$ cat src/hdl/sawh_pkg.sv
`default_nettype none

package sawh_pkg;

    // Fixed by the 17-bit offset and size fields
    localparam int OFS_W        = 17;
    localparam int BUF_BYTES    = 65536;
    localparam int HEADER_BYTES = 16;
    localparam int ALIGN_CAP    = 7;
    // Padding never exceeds the header size plus one alignment unit
    localparam int PAD_W        = $clog2(HEADER_BYTES + 128);

    typedef enum logic [1:0] {
        OP_ALLOC    = 2'd0,
        OP_FREE     = 2'd1,
        OP_FREE_ALL = 2'd2,
        OP_RESIZE   = 2'd3
    } t_opcode;

    typedef enum logic [2:0] {
        STS_OK      = 3'd0,
        STS_NOSPACE = 3'd1,
        STS_DOUBLE  = 3'd2,
        STS_ORDER   = 3'd3,
        STS_BOUNDS  = 3'd4,
        STS_FULL    = 3'd5
    } t_status;

    // Configuration register indexes
    typedef enum logic {
        CFG_BASE_LOW = 1'b0,
        CFG_BUF_LEN  = 1'b1
    } t_cfg_index;

    typedef struct packed {
        t_opcode          opcode;
        logic             has_pointer;
        logic [OFS_W-1:0] pointer_offset;
        logic [OFS_W-1:0] request_size;
        logic [OFS_W-1:0] old_size;
        logic [3:0]       align_log2;
    } t_in;

    typedef struct packed {
        t_status          status;
        logic             result_valid;
        logic [OFS_W-1:0] result_offset;
        logic [OFS_W-1:0] copy_length;
    } t_out;

    // One header record: top before the allocation and its data offset
    typedef struct packed {
        logic [OFS_W-1:0] prev;
        logic [OFS_W-1:0] data;
    } t_hdr;

    // Padding from a misaligned address up to an aligned start that leaves
    // room for a header
    function automatic logic [PAD_W-1:0] sawh_pad(input logic [6:0] addr,
                                                  input logic [2:0] lg);
        logic [PAD_W-1:0] align;
        logic [PAD_W-1:0] amask;
        logic [PAD_W-1:0] modv;
        logic [PAD_W-1:0] pad;
        logic [PAD_W-1:0] need;
        logic [PAD_W-1:0] units;
        align = PAD_W'(1) << lg;
        amask = align - PAD_W'(1);
        modv  = PAD_W'(addr) & amask;
        pad   = (modv != '0) ? align - modv : '0;
        need  = '0;
        units = '0;
        if (pad < PAD_W'(HEADER_BYTES)) begin
            need  = PAD_W'(HEADER_BYTES) - pad;
            units = (need >> lg) + PAD_W'(|(need & amask));
            pad   = pad + (units << lg);
        end
        return pad;
    endfunction

endpackage

`default_nettype wire

$ cat src/hdl/sawh_hdr_stack.sv
`default_nettype none

// Header LIFO storage: one write port, one registered read port
module sawh_hdr_stack
    import sawh_pkg::*;
#(
    parameter int Depth = 64
) (
    input  wire logic                     i_clk,
    input  wire logic                     i_wr_en,
    input  wire logic [$clog2(Depth)-1:0] i_wr_addr,
    input  wire t_hdr                     i_wr_data,
    input  wire logic                     i_rd_en,
    input  wire logic [$clog2(Depth)-1:0] i_rd_addr,
    output t_hdr                          o_rd_data
);

    t_hdr r_mem [Depth];
    t_hdr r_rd_data;

    always_ff @(posedge i_clk) begin
        if (i_wr_en) begin
            r_mem[i_wr_addr] <= i_wr_data;
        end
    end

    always_ff @(posedge i_clk) begin
        if (i_rd_en) begin
            r_rd_data <= r_mem[i_rd_addr];
        end
    end

    assign o_rd_data = r_rd_data;

endmodule

`default_nettype wire

$ cat src/hdl/stack_allocator_with_headers.sv
`default_nettype none

// A result is registered in the execute state after its item is accepted,
// later while the previous result still waits for the receiver.
// One item at a time: input is ready only when idle; the header stack read
// feeds the update step, which writes the stack and the top pointers back.
// Reset (synchronous, active low): top, last start and header count clear,
// base low bits go to 0 and buffer length to 65536; header memory is not cleared.
module stack_allocator_with_headers
    import sawh_pkg::*;
#(
    parameter int MAX_LIVE = 64
) (
    input  wire logic             i_clk,
    input  wire logic             i_rst_n,
    input  wire logic             i_in_valid,
    output logic                  o_in_ready,
    input  wire t_in              i_in,
    output logic                  o_out_valid,
    input  wire logic             i_out_ready,
    output t_out                  o_out,
    input  wire logic             i_cfg_we,
    input  wire t_cfg_index       i_cfg_index,
    input  wire logic [OFS_W-1:0] i_cfg_data
);

    localparam int AddrW = $clog2(MAX_LIVE);
    localparam int CntW  = $clog2(MAX_LIVE + 1);

    typedef enum logic [1:0] {
        S_IDLE = 2'b01,
        S_EXEC = 2'b10
    } t_state;

    t_state           r_state, n_state;
    t_in              r_cmd;
    logic [PAD_W-1:0] r_pad;
    logic [OFS_W-1:0] r_top, n_top;
    logic [OFS_W-1:0] r_last, n_last;
    logic [CntW-1:0]  r_count, n_count;
    logic [6:0]       r_base;
    logic [OFS_W-1:0] r_len;
    logic             r_out_valid;
    t_out             r_out, n_out;

    logic             in_fire;
    logic             exec_go;
    logic [2:0]       lg_c;
    logic [6:0]       mis_addr;
    logic [PAD_W-1:0] pad_c;
    t_hdr             rd_hdr;
    t_hdr             wr_hdr;
    logic             push;

    logic [OFS_W-1:0] len;
    logic [OFS_W+1:0] alloc_end;
    logic             alloc_fit;
    logic             full;
    logic [OFS_W-1:0] data_off;
    logic [OFS_W:0]   inplace_end;
    logic             inplace_fit;
    logic             ptr_hit;
    logic             ptr_oob;
    logic             ptr_dbl;
    logic [OFS_W-1:0] min_sz;
    logic             do_alloc;
    logic             do_free;
    logic             copy_en;

    // Handshake
    assign o_in_ready  = (r_state == S_IDLE);
    assign in_fire     = i_in_valid && o_in_ready;
    assign exec_go     = (r_state == S_EXEC) && (!r_out_valid || i_out_ready);
    assign o_out_valid = r_out_valid;
    assign o_out       = r_out;

    // Padding for the current top, worked out while the stack is read
    assign lg_c     = (i_in.align_log2 > 4'(ALIGN_CAP)) ? 3'(ALIGN_CAP) : i_in.align_log2[2:0];
    assign mis_addr = r_base + r_top[6:0];
    assign pad_c    = sawh_pad(mis_addr, lg_c);

    sawh_hdr_stack #(
        .Depth(MAX_LIVE)
    ) u_hdr_stack (
        .i_clk    (i_clk),
        .i_wr_en  (push),
        .i_wr_addr(r_count[AddrW-1:0]),
        .i_wr_data(wr_hdr),
        .i_rd_en  (in_fire),
        .i_rd_addr(r_count[AddrW-1:0] - AddrW'(1)),
        .o_rd_data(rd_hdr)
    );

    // Bounds and sums shared by the allocate, free and resize opcodes
    assign len         = (r_len > OFS_W'(BUF_BYTES)) ? OFS_W'(BUF_BYTES) : r_len;
    assign alloc_end   = {2'b00, r_top} + (OFS_W+2)'(r_pad) + {2'b00, r_cmd.request_size};
    assign alloc_fit   = alloc_end <= {2'b00, len};
    assign full        = r_count >= CntW'(MAX_LIVE);
    assign data_off    = r_top + OFS_W'(r_pad);
    assign inplace_end = {1'b0, r_last} + {1'b0, r_cmd.request_size};
    assign inplace_fit = inplace_end <= {1'b0, len};
    assign ptr_hit     = r_cmd.pointer_offset == r_last;
    assign ptr_oob     = r_cmd.pointer_offset > len;
    assign ptr_dbl     = r_cmd.pointer_offset >= r_top;
    assign min_sz      = (r_cmd.old_size < r_cmd.request_size) ? r_cmd.old_size
                                                               : r_cmd.request_size;
    assign wr_hdr      = '{prev: r_top, data: data_off};

    // Update step: decode, then the shared allocate and free paths
    always_comb begin
        n_top    = r_top;
        n_last   = r_last;
        n_count  = r_count;
        n_out    = '0;
        push     = 1'b0;
        do_alloc = 1'b0;
        do_free  = 1'b0;
        copy_en  = 1'b0;

        unique case (r_cmd.opcode)
            OP_ALLOC: begin
                do_alloc = 1'b1;
            end
            OP_FREE: begin
                do_free = r_cmd.has_pointer;
            end
            OP_FREE_ALL: begin
                n_top   = '0;
                n_last  = '0;
                n_count = '0;
            end
            OP_RESIZE: begin
                if (!r_cmd.has_pointer) begin
                    do_alloc = 1'b1;
                end else if (ptr_hit) begin
                    // in place for the latest allocation
                    if (r_cmd.old_size != r_cmd.request_size && !inplace_fit) begin
                        n_out.status = STS_NOSPACE;
                    end else begin
                        if (r_cmd.old_size != r_cmd.request_size) begin
                            n_top = inplace_end[OFS_W-1:0];
                        end
                        n_out.result_valid  = 1'b1;
                        n_out.result_offset = r_cmd.pointer_offset;
                    end
                end else if (r_cmd.request_size == '0) begin
                    do_free = 1'b1;
                end else if (ptr_oob) begin
                    n_out.status = STS_BOUNDS;
                end else if (ptr_dbl) begin
                    n_out.status = STS_DOUBLE;
                end else if (r_cmd.old_size == r_cmd.request_size) begin
                    n_out.result_valid  = 1'b1;
                    n_out.result_offset = r_cmd.pointer_offset;
                end else begin
                    do_alloc = 1'b1;
                    copy_en  = 1'b1;
                end
            end
            default: ;
        endcase

        if (do_alloc) begin
            if (!alloc_fit) begin
                n_out.status = STS_NOSPACE;
            end else if (full) begin
                n_out.status = STS_FULL;
            end else begin
                push                = exec_go;
                n_last              = r_top;
                n_top               = alloc_end[OFS_W-1:0];
                n_count             = r_count + CntW'(1);
                n_out.result_valid  = 1'b1;
                n_out.result_offset = data_off;
                n_out.copy_length   = copy_en ? min_sz : '0;
            end
        end

        if (do_free) begin
            if (ptr_oob) begin
                n_out.status = STS_BOUNDS;
            end else if (ptr_dbl) begin
                n_out.status = STS_DOUBLE;
            end else if (r_count == '0 || r_cmd.pointer_offset != rd_hdr.data) begin
                n_out.status = STS_ORDER;
            end else begin
                n_top   = rd_hdr.prev;
                n_last  = rd_hdr.prev;
                n_count = r_count - CntW'(1);
            end
        end
    end

    // Sequencer
    always_comb begin
        n_state = r_state;
        unique case (r_state)
            S_IDLE: begin
                if (in_fire) begin
                    n_state = S_EXEC;
                end
            end
            S_EXEC: begin
                if (exec_go) begin
                    n_state = S_IDLE;
                end
            end
            default: n_state = S_IDLE;
        endcase
    end

    // Control state
    always_ff @(posedge i_clk) begin
        if (!i_rst_n) begin
            r_state     <= S_IDLE;
            r_top       <= '0;
            r_last      <= '0;
            r_count     <= '0;
            r_out_valid <= 1'b0;
        end else begin
            r_state <= n_state;
            if (exec_go) begin
                r_top       <= n_top;
                r_last      <= n_last;
                r_count     <= n_count;
                r_out_valid <= 1'b1;
            end else if (i_out_ready) begin
                r_out_valid <= 1'b0;
            end
        end
    end

    // Configuration registers
    always_ff @(posedge i_clk) begin
        if (!i_rst_n) begin
            r_base <= '0;
            r_len  <= OFS_W'(BUF_BYTES);
        end else if (i_cfg_we) begin
            unique case (i_cfg_index)
                CFG_BASE_LOW: r_base <= i_cfg_data[6:0];
                CFG_BUF_LEN:  r_len  <= i_cfg_data;
                default: ;
            endcase
        end
    end

    // Payload registers
    always_ff @(posedge i_clk) begin
        if (in_fire) begin
            r_cmd <= i_in;
            r_pad <= pad_c;
        end
        if (exec_go) begin
            r_out <= n_out;
        end
    end

endmodule

`default_nettype wire
$ cat config.mk
export PLATFORM = sky130hd
export DESIGN_NAME = stack_allocator_with_headers
export DESIGN_NICKNAME = d
export VERILOG_FILES = /design/src/hdl/sawh_pkg.sv /design/src/hdl/sawh_hdr_stack.sv /design/src/hdl/stack_allocator_with_headers.sv
export SDC_FILE = /design/constraint.sdc
export NUM_CORES = 2
export LEC_CHECK = 0
export ABC_AREA = 1
export BUFFER_PORTS_ARGS = -buffer_cell sky130_fd_sc_hd__clkbuf_2
export CORE_ASPECT_RATIO = 0.6
export CORE_MARGIN = 3
export CORE_UTILIZATION = 51
export DETAILED_ROUTE_END_ITERATION = 10
export PLACE_DENSITY = 0.67
export SLEW_MARGIN = 20
export SYNTH_ARGS = -nofsm -noshare
export SYNTH_HDL_FRONTEND = slang
export SYNTH_HIERARCHICAL = 1
export SYNTH_SLANG_ARGS = --single-unit
$ cat constraint.sdc
create_clock -name i_clk -period 23.7 [get_ports i_clk]
set_input_delay 0 -clock i_clk [delete_from_list [all_inputs] [get_ports i_clk]]
set_output_delay 0 -clock i_clk [all_outputs]
set_load 0.02 [all_outputs]
==> flow_metrics.env <==
export IMPL_yosys_warnings=6
export IMPL_die_area_mm2=0.2066
export IMPL_timing_slew_headroom_pct=6.266
export IMPL_clock_latency_ns=0.88
export IMPL_fp_dieW_um=584.8
export IMPL_cpMaxStageDelayCell="nor2_1"
export IMPL_place_worst_setup_slack_ns=14.80
export IMPL_nets=9451
export IMPL_numPortBuffers=120
export IMPL_criticalPathCategory="reg -> reg"
export IMPL_layout_common_cells="nand2_1 (2724), edfxtp_1 (2310), nand3_1 (2145)"
export IMPL_min_path_type="in -> reg"
export IMPL_wirelength_um=330200
export IMPL_synth_compound_area_share_pct=2.397
export IMPL_cts_tree="yes"
export IMPL_r2r_end="u_hdr_stack/r_mem[21][11]"
export IMPL_rsz0062_at_grt="false"
export IMPL_root_buffer="clkbuf_16"
export IMPL_core_mm2=0.1982
export IMPL_grtUsageTotal_pct=31.21
export IMPL_routedWlPerCell_um=27.54
export IMPL_fin_ws_ns=14.62
export IMPL_layout_min_cycle_time_ns=9.076
export IMPL_dr_pass1_iters=6
export IMPL_drc=0
export IMPL_die_y_um=353.3
export IMPL_synth_top_family_by_area="simple AND/OR/NAND/NOR gates"
export IMPL_async_flop_share_pct=0
export IMPL_power_density_mw_per_mm2=76.00
export IMPL_crit_path_frequent_cell="a21oi_1"
export IMPL_grt_pass1_vias=66710
export IMPL_yosysTopAreaCellShare_pct=67.67
export IMPL_ys_seq_area_share_pct=69.00
export IMPL_post_cts_buffers=0
export IMPL_fin_crit_sh_pct=38.30
export IMPL_antenna_found_initial=20
export IMPL_drtIter0Drc=12310
export IMPL_hold_viol=0
export IMPL_regToRegSetupSlack_ns=14.62
export IMPL_gr_total_overflow=0
export IMPL_cts_sinks=2378
export IMPL_crit_end="u_hdr_stack/r_mem[21][11]"
export IMPL_slew_viol_final=0
export IMPL_synth_edf_count=2310
export IMPL_start_util_pct=51.73
export IMPL_gp_congestion=0.9787
export IMPL_synthMuxAreaShare_pct=0
export IMPL_cp_max_fo=30
export IMPL_cts_resized=0
export IMPL_fin_worst_skew_ns=0.08876
export IMPL_synth_cell_type_count=61
export IMPL_ir_drop_v=0.00006050
export IMPL_critPathLaunchType="register"
export IMPL_synthXorXnorAreaFrac_pct=0.7348
export IMPL_dp_hpwl_um=201200
export IMPL_drive_above_1_share_pct=8.243
export IMPL_critical_path_buf_inv_count=5
export IMPL_synth_area_leaders="edfxtp_1 (68%), nand3_1 (10%), nand2_1 (10%)"
export IMPL_startpoint="r_cmd[22]"
export IMPL_io_pins=121
export IMPL_fin_setup_tns_ns=0
export IMPL_synth_simple_area_share_pct=21.97
export IMPL_clockBufferDepth=4
export IMPL_crit_path_end_kind="register"
export IMPL_syn_nets=9308
export IMPL_grt_pass1_wl_um=471100
export IMPL_cap_violations=0
export IMPL_clock_fmax_mhz=110.2
export IMPL_vias=73630
export IMPL_final_common_cell="nand2_1"
export IMPL_hold_buffers=154
export IMPL_ys_ff_latch=2378
export IMPL_cp_slowest_stage_delay_ns=0.65
export IMPL_finalPower_uw=8733
export IMPL_synthAdderAreaFrac_pct=2.239
export IMPL_cts_made_buffers=214
export IMPL_worst_pin_slew_ns=1.391
export IMPL_synthesis_area_mm2=0.1025
export IMPL_rows=126
export IMPL_synth_ff_type="edfxtp_1"
export IMPL_areaGrowthSynthToFinish_pct=12.10
export IMPL_critical_path_top_delay_family="simple AND/OR/NAND/NOR gates"
export IMPL_cp_num_cells=30
export IMPL_cp_data_required_time_ns=24.21
export IMPL_h_tree_depth=4
export IMPL_status="completed"
export IMPL_via_per_inst=6.140
export IMPL_cp_arrival_ns=9.58
export IMPL_setup_viol=0
export IMPL_grt_max_degree=254
export IMPL_path_clk_slew_ns=0.07
export IMPL_yosysTopAreaCell="edfxtp_1"
export IMPL_total_leakage_power_uw=0.04223
export IMPL_synth_cells=9052
export IMPL_avgSynthCellArea_um2=11.32
export IMPL_timing_rr_start="r_cmd[22]"
export IMPL_ant_nets=0
export IMPL_reg2regPathDepth=30
[report_power, final]
| group | switching, µW | total, µW | internal [µW] |
|---|---|---|---|
| clock network | 1560 | 3420 | 1870 |
| logic | 464 | 624 | 160 |
| registers | 23.7 | 4690 | 4660 |
| total | 2050 | 8730 | 6690 |
[worst min path at each step]
stage | cells after the start | startpoint | to
2_1_floorplan | 0 | i_in[10] | r_cmd[10]
3_3_place_gp | 1 | i_in[10] | r_cmd[10]
3_5_place_dp | 1 | i_in[15] | r_cmd[15]
4_1_cts | 5 | i_out_ready | r_state[1]
5_1_grt | 5 | i_cfg_index | r_base[5]
6_report | 5 | i_cfg_index | r_base[5]
[logic make-up after synthesis]
group | after synthesis
AND/OR/NAND/NOR | 5187
flip-flops | 2378
buffers and inverters | 818
AO/OA/AOI/OAI | 408
adder cells (fa/ha/maj) | 175
XOR/XNOR | 86
[cell usage after synthesis (3+ instances only)]
library cell / n
xor2_1: 59
buf_1: 46
a22oi_1: 3
nand2_2: 10
o21ai_1: 5
clkbuf_1: 120
nor2_2: 10
edfxtp_1: 2310
inv_2: 9
xnor2_1: 27
a31oi_1: 4
fa_1: 14
o22ai_1: 9
nand2_1: 2724
a21o_1: 6
dfxtp_1: 68
o31ai_1: 6
or2_2: 6
a221oi_1: 19
a211oi_1: 24
buf_2: 294
a31o_2: 3
buf_4: 53
and2_1: 4
nor2_4: 4
o21ai_0: 129
nand3_1: 2146
a21oi_1: 124
ha_1: 161
nand4_1: 36
buf_6: 14
inv_1: 278
o211ai_1: 48
o311ai_0: 3
nor2_1: 188
nor3_1: 20
nand3_2: 7
nor4_1: 23
o21bai_1: 8
[worst register-to-register path, delay by kind of cell, from the launching register on]
| kind | cells | cell delay [ns] |
|---|---|---|
| AND/OR/NAND/NOR | 11 | 3.45 |
| XOR/XNOR | 1 | 0.19 |
| AO/OA/AOI/OAI | 9 | 1.77 |
| buffers and inverters | 5 | 1.13 |
| flip-flops | 1 | 0.55 |
| adder cells (fa/ha/maj) | 4 | 1.61 |
[layout make-up]
type / count / area, µm²
Clock buffer: 255 / 5552
Multi-Input combinational cell: 5856 / 28870
Inverter: 290 / 1144
Timing Repair Buffer: 455 / 4197
Antenna cell: 3 / 7.507
Tap cell: 2624 / 3283
Clock inverter: 131 / 1115
Fill cell: 15970 / 83250
Sequential cell: 2378 / 70750
[metrics by stage]
step	instances	area (µm²)	hold WS (ns)	utilization [%]
6_report	11990	114900	0.1503	57.99
5_1_grt	11990	114900	0.1233	57.98
4_1_cts	11960	114400	0.02607	57.70
3_5_place_dp	11420	106100	0.1788	53.56
3_3_place_gp	11410	105800	0.1770	53.40
2_1_floorplan	9052	102500	0.09887	-
[metal layers]
| metal | vias up | routed length, µm | track usage, % |
|---|---|---|---|
| met5 | - | 47 | 0 |
| met4 | 6 | 9329 | 8.206 |
| met3 | 477 | 49440 | 10.95 |
| met2 | 4833 | 130700 | 40.68 |
| met1 | 35980 | 140700 | 48.85 |
| li1 | 32330 | - | - |
[state kept, by name (all words and copies together), names as in the netlist]
register / count
o_out: 38
o_out_valid: 1
r_base: 7
r_cmd: 54
r_count: 7
r_last: 17
r_len: 17
r_pad: 8
r_state: 2
r_top: 17
u_hdr_stack/o_rd_data: 34
u_hdr_stack/r_mem: 2176
No activity file was read; power rests on OpenSTA's default activity.
